### config.mk
export PLATFORM = sky130hd
export DESIGN_NAME = pld_root_step
export DESIGN_NICKNAME = d
export VERILOG_FILES = /design/src/hw/rtl/assert_macros.svh /design/src/hw/rtl/pld_pkg.sv /design/src/hw/rtl/pld_root_step.sv
export SDC_FILE = /design/constraint.sdc
export NUM_CORES = 1
export LEC_CHECK = 0
export BUFFER_PORTS_ARGS = -buffer_cell sky130_fd_sc_hd__clkbuf_2
export CORE_AREA = 2 2 333 335
export CTS_BUF_LIST = sky130_fd_sc_hd__clkbuf_4 sky130_fd_sc_hd__clkbuf_8
export DETAILED_ROUTE_END_ITERATION = 10
export DIE_AREA = 0 0 335 337
export MAX_ROUTING_LAYER = met4
export SLEW_MARGIN = 40
export SYNTH_ARGS = -nofsm -noshare
export SYNTH_HDL_FRONTEND = slang
export SYNTH_SLANG_ARGS = --single-unit
### constraint.sdc
create_clock -name clk -period 12.6 [get_ports clk]
set_input_delay 2.52 -clock clk [delete_from_list [all_inputs] [get_ports clk]]
set_output_delay 2.52 -clock clk [all_outputs]
set_load 0.02 [all_outputs]
### src/hw/rtl/assert_macros.svh
// ----------------------------------------------------------------------------
// Assertion macros
// Shared concurrent assertion macros for the point light direction block.
// ----------------------------------------------------------------------------
`ifndef ASSERT_MACROS_SVH
`define ASSERT_MACROS_SVH
`ifndef ASSERT_OFF
`define PLD_ASSERT(label, clk, rst_n, prop, msg) \
    label: assert property (@(posedge clk) disable iff (!rst_n) prop) else $error(msg);
`define PLD_ASSERT_NEXT(label, clk, rst_n, pre, post, msg) \
    label: assert property (@(posedge clk) disable iff (!rst_n) (pre) |=> (post)) \
        else $error(msg);
`else
`define PLD_ASSERT(label, clk, rst_n, prop, msg)
`define PLD_ASSERT_NEXT(label, clk, rst_n, pre, post, msg)
`endif
`endif

### src/hw/rtl/pld_pkg.sv
// ----------------------------------------------------------------------------
// Point light direction package
// Constants and register indexes shared by the direction pipeline.
// ----------------------------------------------------------------------------
package pld_pkg;

    localparam int OUT_FRAC_BITS_DEF = 14;
    localparam int COORD_W           = 32;
    localparam int DIR_W             = 16;
    localparam int CFG_IDX_W         = 2;

    typedef enum logic [CFG_IDX_W-1:0] {
        CFG_LIGHT_X = 2'd0,
        CFG_LIGHT_Y = 2'd1,
        CFG_LIGHT_Z = 2'd2
    } cfg_index_t;

endpackage

### src/hw/rtl/pld_root_step.sv
// ----------------------------------------------------------------------------
// Root step
// One bit of the scaled reciprocal root search for one component.
// ----------------------------------------------------------------------------
module pld_root_step
    import pld_pkg::*;
#(
    parameter int OUT_FRAC_BITS = OUT_FRAC_BITS_DEF,
    parameter int BIT           = 0,
    parameter int W             = 2 * OUT_FRAC_BITS_DEF + 74,
    parameter int TW            = OUT_FRAC_BITS_DEF + 2
)
(
    input  logic          clk,
    input  logic          en,
    input  logic [W-1:0]  s_in,
    input  logic [W-1:0]  r_in,
    input  logic [W-1:0]  p_in,
    input  logic [W-1:0]  q_in,
    input  logic [TW-1:0] t_in,
    output logic [W-1:0]  s_out,
    output logic [W-1:0]  r_out,
    output logic [W-1:0]  p_out,
    output logic [W-1:0]  q_out,
    output logic [TW-1:0] t_out
);

    logic [W-1:0]  cand_p;
    logic          take;
    logic [W-1:0]  s_reg;
    logic [W-1:0]  r_reg;
    logic [W-1:0]  p_reg;
    logic [W-1:0]  q_reg;
    logic [TW-1:0] t_reg;

    // The running values are t*t*S and t*S, so a trial bit needs only shifts and adds.
    always_comb
    begin
        cand_p = p_in + (q_in << (BIT + 1)) + (s_in << (2 * BIT));
        take   = (cand_p <= r_in);
    end

    always_ff @(posedge clk)
    begin
        if (en)
        begin
            s_reg <= s_in;
            r_reg <= r_in;
            if (take)
            begin
                p_reg <= cand_p;
                q_reg <= q_in + (s_in << BIT);
                t_reg <= t_in | (TW'(1) << BIT);
            end
            else
            begin
                p_reg <= p_in;
                q_reg <= q_in;
                t_reg <= t_in;
            end
        end
    end

    assign s_out = s_reg;
    assign r_out = r_reg;
    assign p_out = p_reg;
    assign q_out = q_reg;
    assign t_out = t_reg;

endmodule

==> impl_metrics.py, run 1 <==
metrics = {
    "clock_network": {
        "ctsResizeCount": 0,
        "cts_hold_buffers": 0,
        "cts_max_path_buffers": 3,
        "clock_transition_at_the_registers_of_the_reported_paths_ns": 0.07,
        "tritoncts_clock_tree": "built",
        "cts-root-buf": "sky130_fd_sc_hd__clkbuf_8",
        "cts_made_buffers": 80,
        "postCtsSetupRepairBufs": 0,
        "numClockSinks": 424,
        "htree_levels": 3,
    },
    "worst_hold_path": {
        "hold_depth": 1,
        "min-delay-path-class": "in2reg",
        "worst_hold_startpoint": "t_in[5]",
    },
    "flow_run": {
        "drv_cap": 0,
    },
    "detailed_routing": {
        "wl_per_cell_um": 24.08,
        "drtPass1Iterations": 6,
        "drt_wl_total_um": 130600,
        "antenna_viol_nets_final": 0,
        "first_iteration_detailed_routing_drc_count": 2154,
        "overall_via_count_from_detail_route": 28250,
        "viasPerCell": 5.209,
        "drc_violation_count_after_routing": 0,
    },
    "layout": {
        "postLayoutCellArea_mm2": 0.03961,
        "nets": 4758,
        "drive_gt1_frac": 0.2852,
        "num-fill-cells": 11210,
        "finalNonFillerCells": 5423,
        "area_delta_synth_final_pct": 23.44,
    },
    "floorplanning": {
        "floorplan.initialDensity": 0.2928,
        "die_area_mm2": 0.1129,
        "fp-row-count": 122,
        "die_height_um": 337,
        "die_w_um": 335,
        "placeableCoreArea_mm2": 0.1096,
        "i_o_pin_cnt": 850,
    },
    "timing": {
        "rsz0062_at_grt": "no",
        "finalWorstSetupSlack_ns": 2.079,
        "final-hold-violation-count": 0,
        "fin_crit_sh": 0.8350,
        "setup_violating_endpoint_count_in_the_final_report": 0,
        "post-route-min-period_ns": 10.52,
        "tightest_slew_ns": 0.8902,
        "max_clock_freq_mhz": 95.05,
        "slew_headroom": 0.4066,
        "totalNegativeSetupSlack_ns": 0,
        "timing.final.max_slew_violations": 0,
    },
    "placement": {
        "place_ws_ns": 1.230,
        "detailed_place.area_mm2": 0.03793,
        "buffer_ports.inserted": 849,
        "cell_count_after_placement": 5269,
        "dp.final_hpwl_um": 109800,
        "finalWeightedCongestion": 0.9246,
    },
    "synthesis": {
        "synth_enable_flop_cells": 424,
        "gate_count_post_synth": 3092,
        "ys_types": 84,
        "mappedNetlistArea_mm2": 0.03209,
        "syn_avg_cell_area_um2": 10.38,
        "synth_fp_nets": 3924,
        "synthesis.yosys.warnings": 0,
        "postSynth.topFlopCell": "sky130_fd_sc_hd__edfxtp_1",
        "postSynth.asyncResetShare": 0,
        "ys_ff_latch": 424,
        "synth-seq-area-share": 0.3968,
    },
    "power": {
        "p_leak_uw": 0.01757,
        "power.ir.vdd_worst_mv": 0.09924,
        "power-per-cell-area_mw_per_mm2": 180.7,
        "finalPower_uw": 7158,
    },
    "run_status": {
        "run_status": "finished clean",
    },
    "global_routing": {
        "globalRouteTotalUtil": 0.2287,
        "grt_remaining_overflow": 0,
        "first_global_vias": 28040,
        "grt_max_degree": 108,
        "grt_pass1_wl_um": 185800,
        "grt_antenna_before_repair": 8,
    },
    "worst_setup_path": {
        "max_fanout_on_critical_path": 43,
        "arrival_ns": 10.99,
        "startpoint": "s_in[7]",
        "critical_path_class": "in2reg",
        "timing.critical_path.from_type": "primary input",
        "worstSetupEndpointType": "register",
        "timing.critical_path.required_ns": 13.07,
    },
}
[registers in the layout, indices dropped and copies added (netlist names)]
| name | cells |
|---|---|
| p_out | 102 |
| q_out | 102 |
| r_out | 102 |
| s_out | 102 |
| t_out | 16 |
[cell families after synthesis]
| kind of cell | share of synthesized area |
|---|---|
| buffers and inverters | 0.03642 |
| adders and majority gates | 0.1822 |
| DFF | 0.3968 |
| and+or+nand+nor | 0.1035 |
| muxes | 0.03853 |
| xor gates and xnor gates | 0.05323 |
| AOI/OAI and AO/OA | 0.1894 |
[layer usage]
metal,global-route usage,wire length (µm),up-vias
met3,0.04314,8921,174
met4,0.05944,3149,0
met5,-,0,-
li1,-,-,13220
met2,0.3870,64340,1099
met1,0.2798,54190,13750
[final timing paths]
path,to
worst min-delay path,t_out[5]
worst max-delay path,p_out[83]
[synthesized netlist by cell type, types with 19 or more instances]
cell type	number	share of area
sky130_fd_sc_hd__mux2_2	88	0.031
sky130_fd_sc_hd__o21ai_0	188	0.029
sky130_fd_sc_hd__xnor2_1	112	0.031
sky130_fd_sc_hd__a31oi_1	24	0.0047
sky130_fd_sc_hd__a21oi_1	311	0.049
sky130_fd_sc_hd__edfxtp_1	424	0.40
sky130_fd_sc_hd__fa_1	102	0.064
sky130_fd_sc_hd__nand3_1	22	0.0034
sky130_fd_sc_hd__o31ai_1	19	0.0044
sky130_fd_sc_hd__mux2_1	20	0.0070
sky130_fd_sc_hd__nand4_1	111	0.022
sky130_fd_sc_hd__nor3_1	40	0.0062
sky130_fd_sc_hd__nand2_1	268	0.031
sky130_fd_sc_hd__a21o_1	195	0.046
sky130_fd_sc_hd__ha_1	304	0.12
sky130_fd_sc_hd__o21bai_1	58	0.014
sky130_fd_sc_hd__inv_1	171	0.020
sky130_fd_sc_hd__o21ai_1	36	0.0056
sky130_fd_sc_hd__clkbuf_1	84	0.0098
sky130_fd_sc_hd__nor2_1	140	0.016
sky130_fd_sc_hd__xor2_1	83	0.023
sky130_fd_sc_hd__buf_2	34	0.0053
[placed cells by master, fill, tap and decap left out, drive strengths merged, types with 24 or more instances in the layout]
cell type  synthesis  routed
ha               304     304
nor2             141     141
nand4            111     111
o21bai            58      58
xor2              83      83
buf               39      27
o21ai            227     227
mux2             108     108
a21oi            313     313
edfxtp           424     424
a21o             195     195
nor3              41      41
nand2            268     268
fa               102     102
clkbuf            84     950
inv              172     177
a31oi             24      24
xnor2            112     112
clkinv             0      27
[worst max-delay path: stages]
cell and delay [ns]:
sky130_fd_sc_hd__clkbuf_2 0.13, sky130_fd_sc_hd__fa_1 0.50, sky130_fd_sc_hd__ha_1 0.40, sky130_fd_sc_hd__nand3_1 0.16, sky130_fd_sc_hd__nor4_1 0.47, sky130_fd_sc_hd__a31oi_1 0.24, sky130_fd_sc_hd__a2111oi_1 0.79, sky130_fd_sc_hd__nor2_1 0.15
sky130_fd_sc_hd__buf_4 0.22, sky130_fd_sc_hd__o31ai_2 0.46, sky130_fd_sc_hd__a21oi_1 0.25, sky130_fd_sc_hd__o21ai_1 0.44, sky130_fd_sc_hd__a21boi_1 0.19, sky130_fd_sc_hd__xnor2_1 0.21, sky130_fd_sc_hd__ha_1 0.35, sky130_fd_sc_hd__nand4_1 0.21
sky130_fd_sc_hd__nor4_1 0.71, sky130_fd_sc_hd__inv_1 0.12, sky130_fd_sc_hd__nor4_2 0.58, sky130_fd_sc_hd__o31ai_1 0.18, sky130_fd_sc_hd__nand3_1 0.19, sky130_fd_sc_hd__a31oi_1 0.09, sky130_fd_sc_hd__a211oi_4 0.30, sky130_fd_sc_hd__buf_4 0.21
sky130_fd_sc_hd__buf_4 0.45, sky130_fd_sc_hd__mux2_2 0.40
[power breakdown]
group | total [µW] | leakage, µW | internal [µW] | switching [µW]
registers | 2170 | 0.00415 | 2050 | 118
logic | 3560 | 0.0126 | 1290 | 2270
clock network | 1430 | 0.000846 | 769 | 661
[stage by stage]
stage,util,hold slack [ns]
6_report,0.3614,1.931
5_1_grt,0.3613,1.882
4_1_cts,0.3609,1.850
3_5_place_dp,0.3460,2.699
3_3_place_gp,0.3454,2.697
2_1_floorplan,-,2.619
[final cells by class]
cell class                 count  area, µm²  share of cell area
multi-input combinational   2373      18250              0.4608
antenna                       10      25.02           0.0006318
clock inverter                41      357.8            0.009035
tap                         1426       1784             0.04505
inverter                     172      645.6             0.01630
timing repair buffer         875       4546              0.1148
sequential                   424      12730              0.3215
clock buffer                 102       1266             0.03197
Note: power is estimated with default switching activity, not from simulation.
==> inputs of run 2 (changes only) <==
--- a/config.mk
+++ b/config.mk
@@ -6,10 +6,10 @@
 export NUM_CORES = 1
 export LEC_CHECK = 0
 export BUFFER_PORTS_ARGS = -buffer_cell sky130_fd_sc_hd__clkbuf_2
-export CORE_AREA = 2 2 333 335
+export CORE_AREA = 2 2 335 337
 export CTS_BUF_LIST = sky130_fd_sc_hd__clkbuf_4 sky130_fd_sc_hd__clkbuf_8
 export DETAILED_ROUTE_END_ITERATION = 10
-export DIE_AREA = 0 0 335 337
+export DIE_AREA = 0 0 337 339
 export MAX_ROUTING_LAYER = met4
 export SLEW_MARGIN = 40
 export SYNTH_ARGS = -nofsm -noshare
==> constraint.sdc (replaced) <==
create_clock -name clk -period 10.5 [get_ports clk]
set_input_delay 2.1 -clock clk [delete_from_list [all_inputs] [get_ports clk]]
set_output_delay 2.1 -clock clk [all_outputs]
set_load 0.02 [all_outputs]
==> run 2 against run 1 <==
Effect of this change:
- first-iteration DRC count decreased by 8.0%
- worst setup slack lost 1.7 ns
- via count shrank 0.67%
- clock-buffer cell count is 4 lower
- critical path depth rose by 2
- combinational power increased by 22%
- sequential share of layout area decreased by 0.19 points
- critical endpoint is now p_out[77]
- cell count up 1.3%
- total power rose by 20%
==> impl_metrics.py, run 2 (same netlist as run 1, synthesis figures left out) <==
metrics = {
    "detailed_routing": {
        "wl_per_cell_um": 23.57,
        "drtPass1Iterations": 6,
        "drt_wl_total_um": 129500,
        "drc_violation_count_after_routing": 0,
        "antenna_viol_nets_final": 0,
        "first_iteration_detailed_routing_drc_count": 1982,
        "viasPerCell": 5.107,
        "overall_via_count_from_detail_route": 28060,
    },
    "floorplanning": {
        "placeableCoreArea_mm2": 0.1104,
        "die_height_um": 339,
        "die_w_um": 337,
        "floorplan.initialDensity": 0.2907,
        "die_area_mm2": 0.1142,
        "fp-row-count": 122,
        "i_o_pin_cnt": 850,
    },
    "clock_network": {
        "cts-root-buf": "sky130_fd_sc_hd__clkbuf_8",
        "clock_transition_at_the_registers_of_the_reported_paths_ns": 0.06,
        "cts_max_path_buffers": 3,
        "numClockSinks": 424,
        "cts_made_buffers": 80,
        "tritoncts_clock_tree": "built",
        "htree_levels": 3,
    },
    "power": {
        "sequentialPowerShare": 0.302,
        "power-per-cell-area_mw_per_mm2": 216.5,
        "finalPower_uw": 8624,
        "total_switching_power_uw": 3698,
        "share_clk_of_total_power": 0.197,
        "p_leak_uw": 0.01763,
        "power.ir.vdd_worst_mv": 0.1200,
        "p_sw_frac": 0.4288,
        "internal_power_uw": 4926,
        "power.share.combinational": 0.502,
    },
    "worst_setup_path": {
        "critical_path_class": "in2reg",
        "critical_path.slowest_cell": "sky130_fd_sc_hd__a2111oi_4",
        "worstSetupEndpointType": "register",
        "startpoint": "s_in[1]",
        "maximum_cell_stage_delay_along_the_critical_path_ns": 0.62,
        "timing.critical_path.from_type": "primary input",
        "max_fanout_on_critical_path": 82,
        "worstSetupPathDepth": 28,
        "critPathBufInv": 6,
        "arrival_ns": 10.61,
        "timing.critical_path.required_ns": 11.00,
        "crit_path_end": "p_out[77]",
        "critical-path-top-delay-family": "compound AO/OA/AOI/OAI gates",
    },
    "timing": {
        "setup_violating_endpoint_count_in_the_final_report": 0,
        "final-hold-violation-count": 0,
        "rsz0062_at_grt": "no",
        "timing.final.max_slew_violations": 0,
        "tightest_slew_ns": 0.9073,
        "post-route-min-period_ns": 10.11,
        "totalNegativeSetupSlack_ns": 0,
        "fin_crit_sh": 0.9631,
        "max_clock_freq_mhz": 98.89,
        "finalWorstSetupSlack_ns": 0.3874,
        "slew_headroom": 0.3872,
    },
    "placement": {
        "dp.final_hpwl_um": 108900,
        "finalWeightedCongestion": 0.9498,
        "buffer_ports.inserted": 849,
        "place_ws_ns": -0.8134,
        "cell_count_after_placement": 5337,
    },
    "layout": {
        "layout.cells.most_common": "sky130_fd_sc_hd__clkbuf_2",
        "layout_common_cells": "sky130_fd_sc_hd__clkbuf_2, sky130_fd_sc_hd__edfxtp_1, sky130_fd_sc_hd__a21oi_1",
        "area_delta_synth_final_pct": 24.16,
        "finalNonFillerCells": 5494,
        "fin_util": 0.3610,
        "nets": 4764,
        "drive_gt1_frac": 0.2875,
    },
    "global_routing": {
        "globalRouteTotalUtil": 0.2262,
        "grt_pass1_wl_um": 186400,
        "first_global_vias": 28580,
        "grt_remaining_overflow": 0,
        "grt_antenna_before_repair": 10,
        "grt_max_degree": 136,
    },
    "run_status": {
        "run_status": "finished clean",
    },
    "flow_run": {
        "drv_cap": 0,
    },
    "worst_hold_path": {
        "min-delay-path-class": "in2reg",
    },
}
-- run 2: worst min-delay path by stage --
stage / from / endpoint / slack (ns) / cells past startpoint
after floorplan: r_in[0] / r_out[0] / 2.20 / 0
after global placement: t_in[4] / t_out[4] / 2.28 / 1
after detailed placement: t_in[3] / t_out[3] / 2.28 / 1
after CTS: t_in[5] / t_out[5] / 1.44 / 1
after global routing: t_in[6] / t_out[6] / 1.47 / 1
final: t_in[5] / t_out[5] / 1.52 / 1
-- run 2: routing by layer --
| layer | track usage | share of wire | routed length, µm |
|---|---|---|---|
| met1 | 0.2740 | 0.42 | 54030 |
| met2 | 0.3814 | 0.49 | 64030 |
| met3 | 0.04388 | 0.064 | 8245 |
| met4 | 0.06287 | 0.025 | 3208 |
| met5 | - | 0 | 0 |
-- run 2: layout make-up --
type | instances | area [µm²]
flip-flops and latches | 424 | 12730
fillers | 11230 | 70530
repair buffers | 881 | 4639
multi-input cells | 2373 | 18310
diodes | 13 | 32.53
well taps | 1488 | 1862
clock buffers | 98 | 1236
inverters | 172 | 645.6
clock inverters | 45 | 377.9
-- run 2: per-stage QoR --
step	hold slack [ns]	area [µm²]
floorplan	2.199	32090
global placement	2.277	38040
detailed placement	2.279	38140
CTS	1.444	39760
global route	1.468	39840
finish	1.521	39840
-- run 2: what timing repair did --
action                                  CTS  global route
pin swaps                                 0             1
buffers inserted                          0             0
hold buffers                              0             0
gates resized for setup                   1             2
endpoints found under the setup margin   18            48
-- run 2: power by group through the flow --
stage | sequential, µW | clock (µW) | combinational (µW)
4_1_cts | 2610 | 1740 | 4340
5_1_grt | 2640 | 1800 | 4700
3_5_place_dp | 2630 | 0 | 4320
6_report | 2600 | 1690 | 4330
2_1_floorplan | 3130 | 0 | 2220
3_3_place_gp | 2630 | 0 | 4280
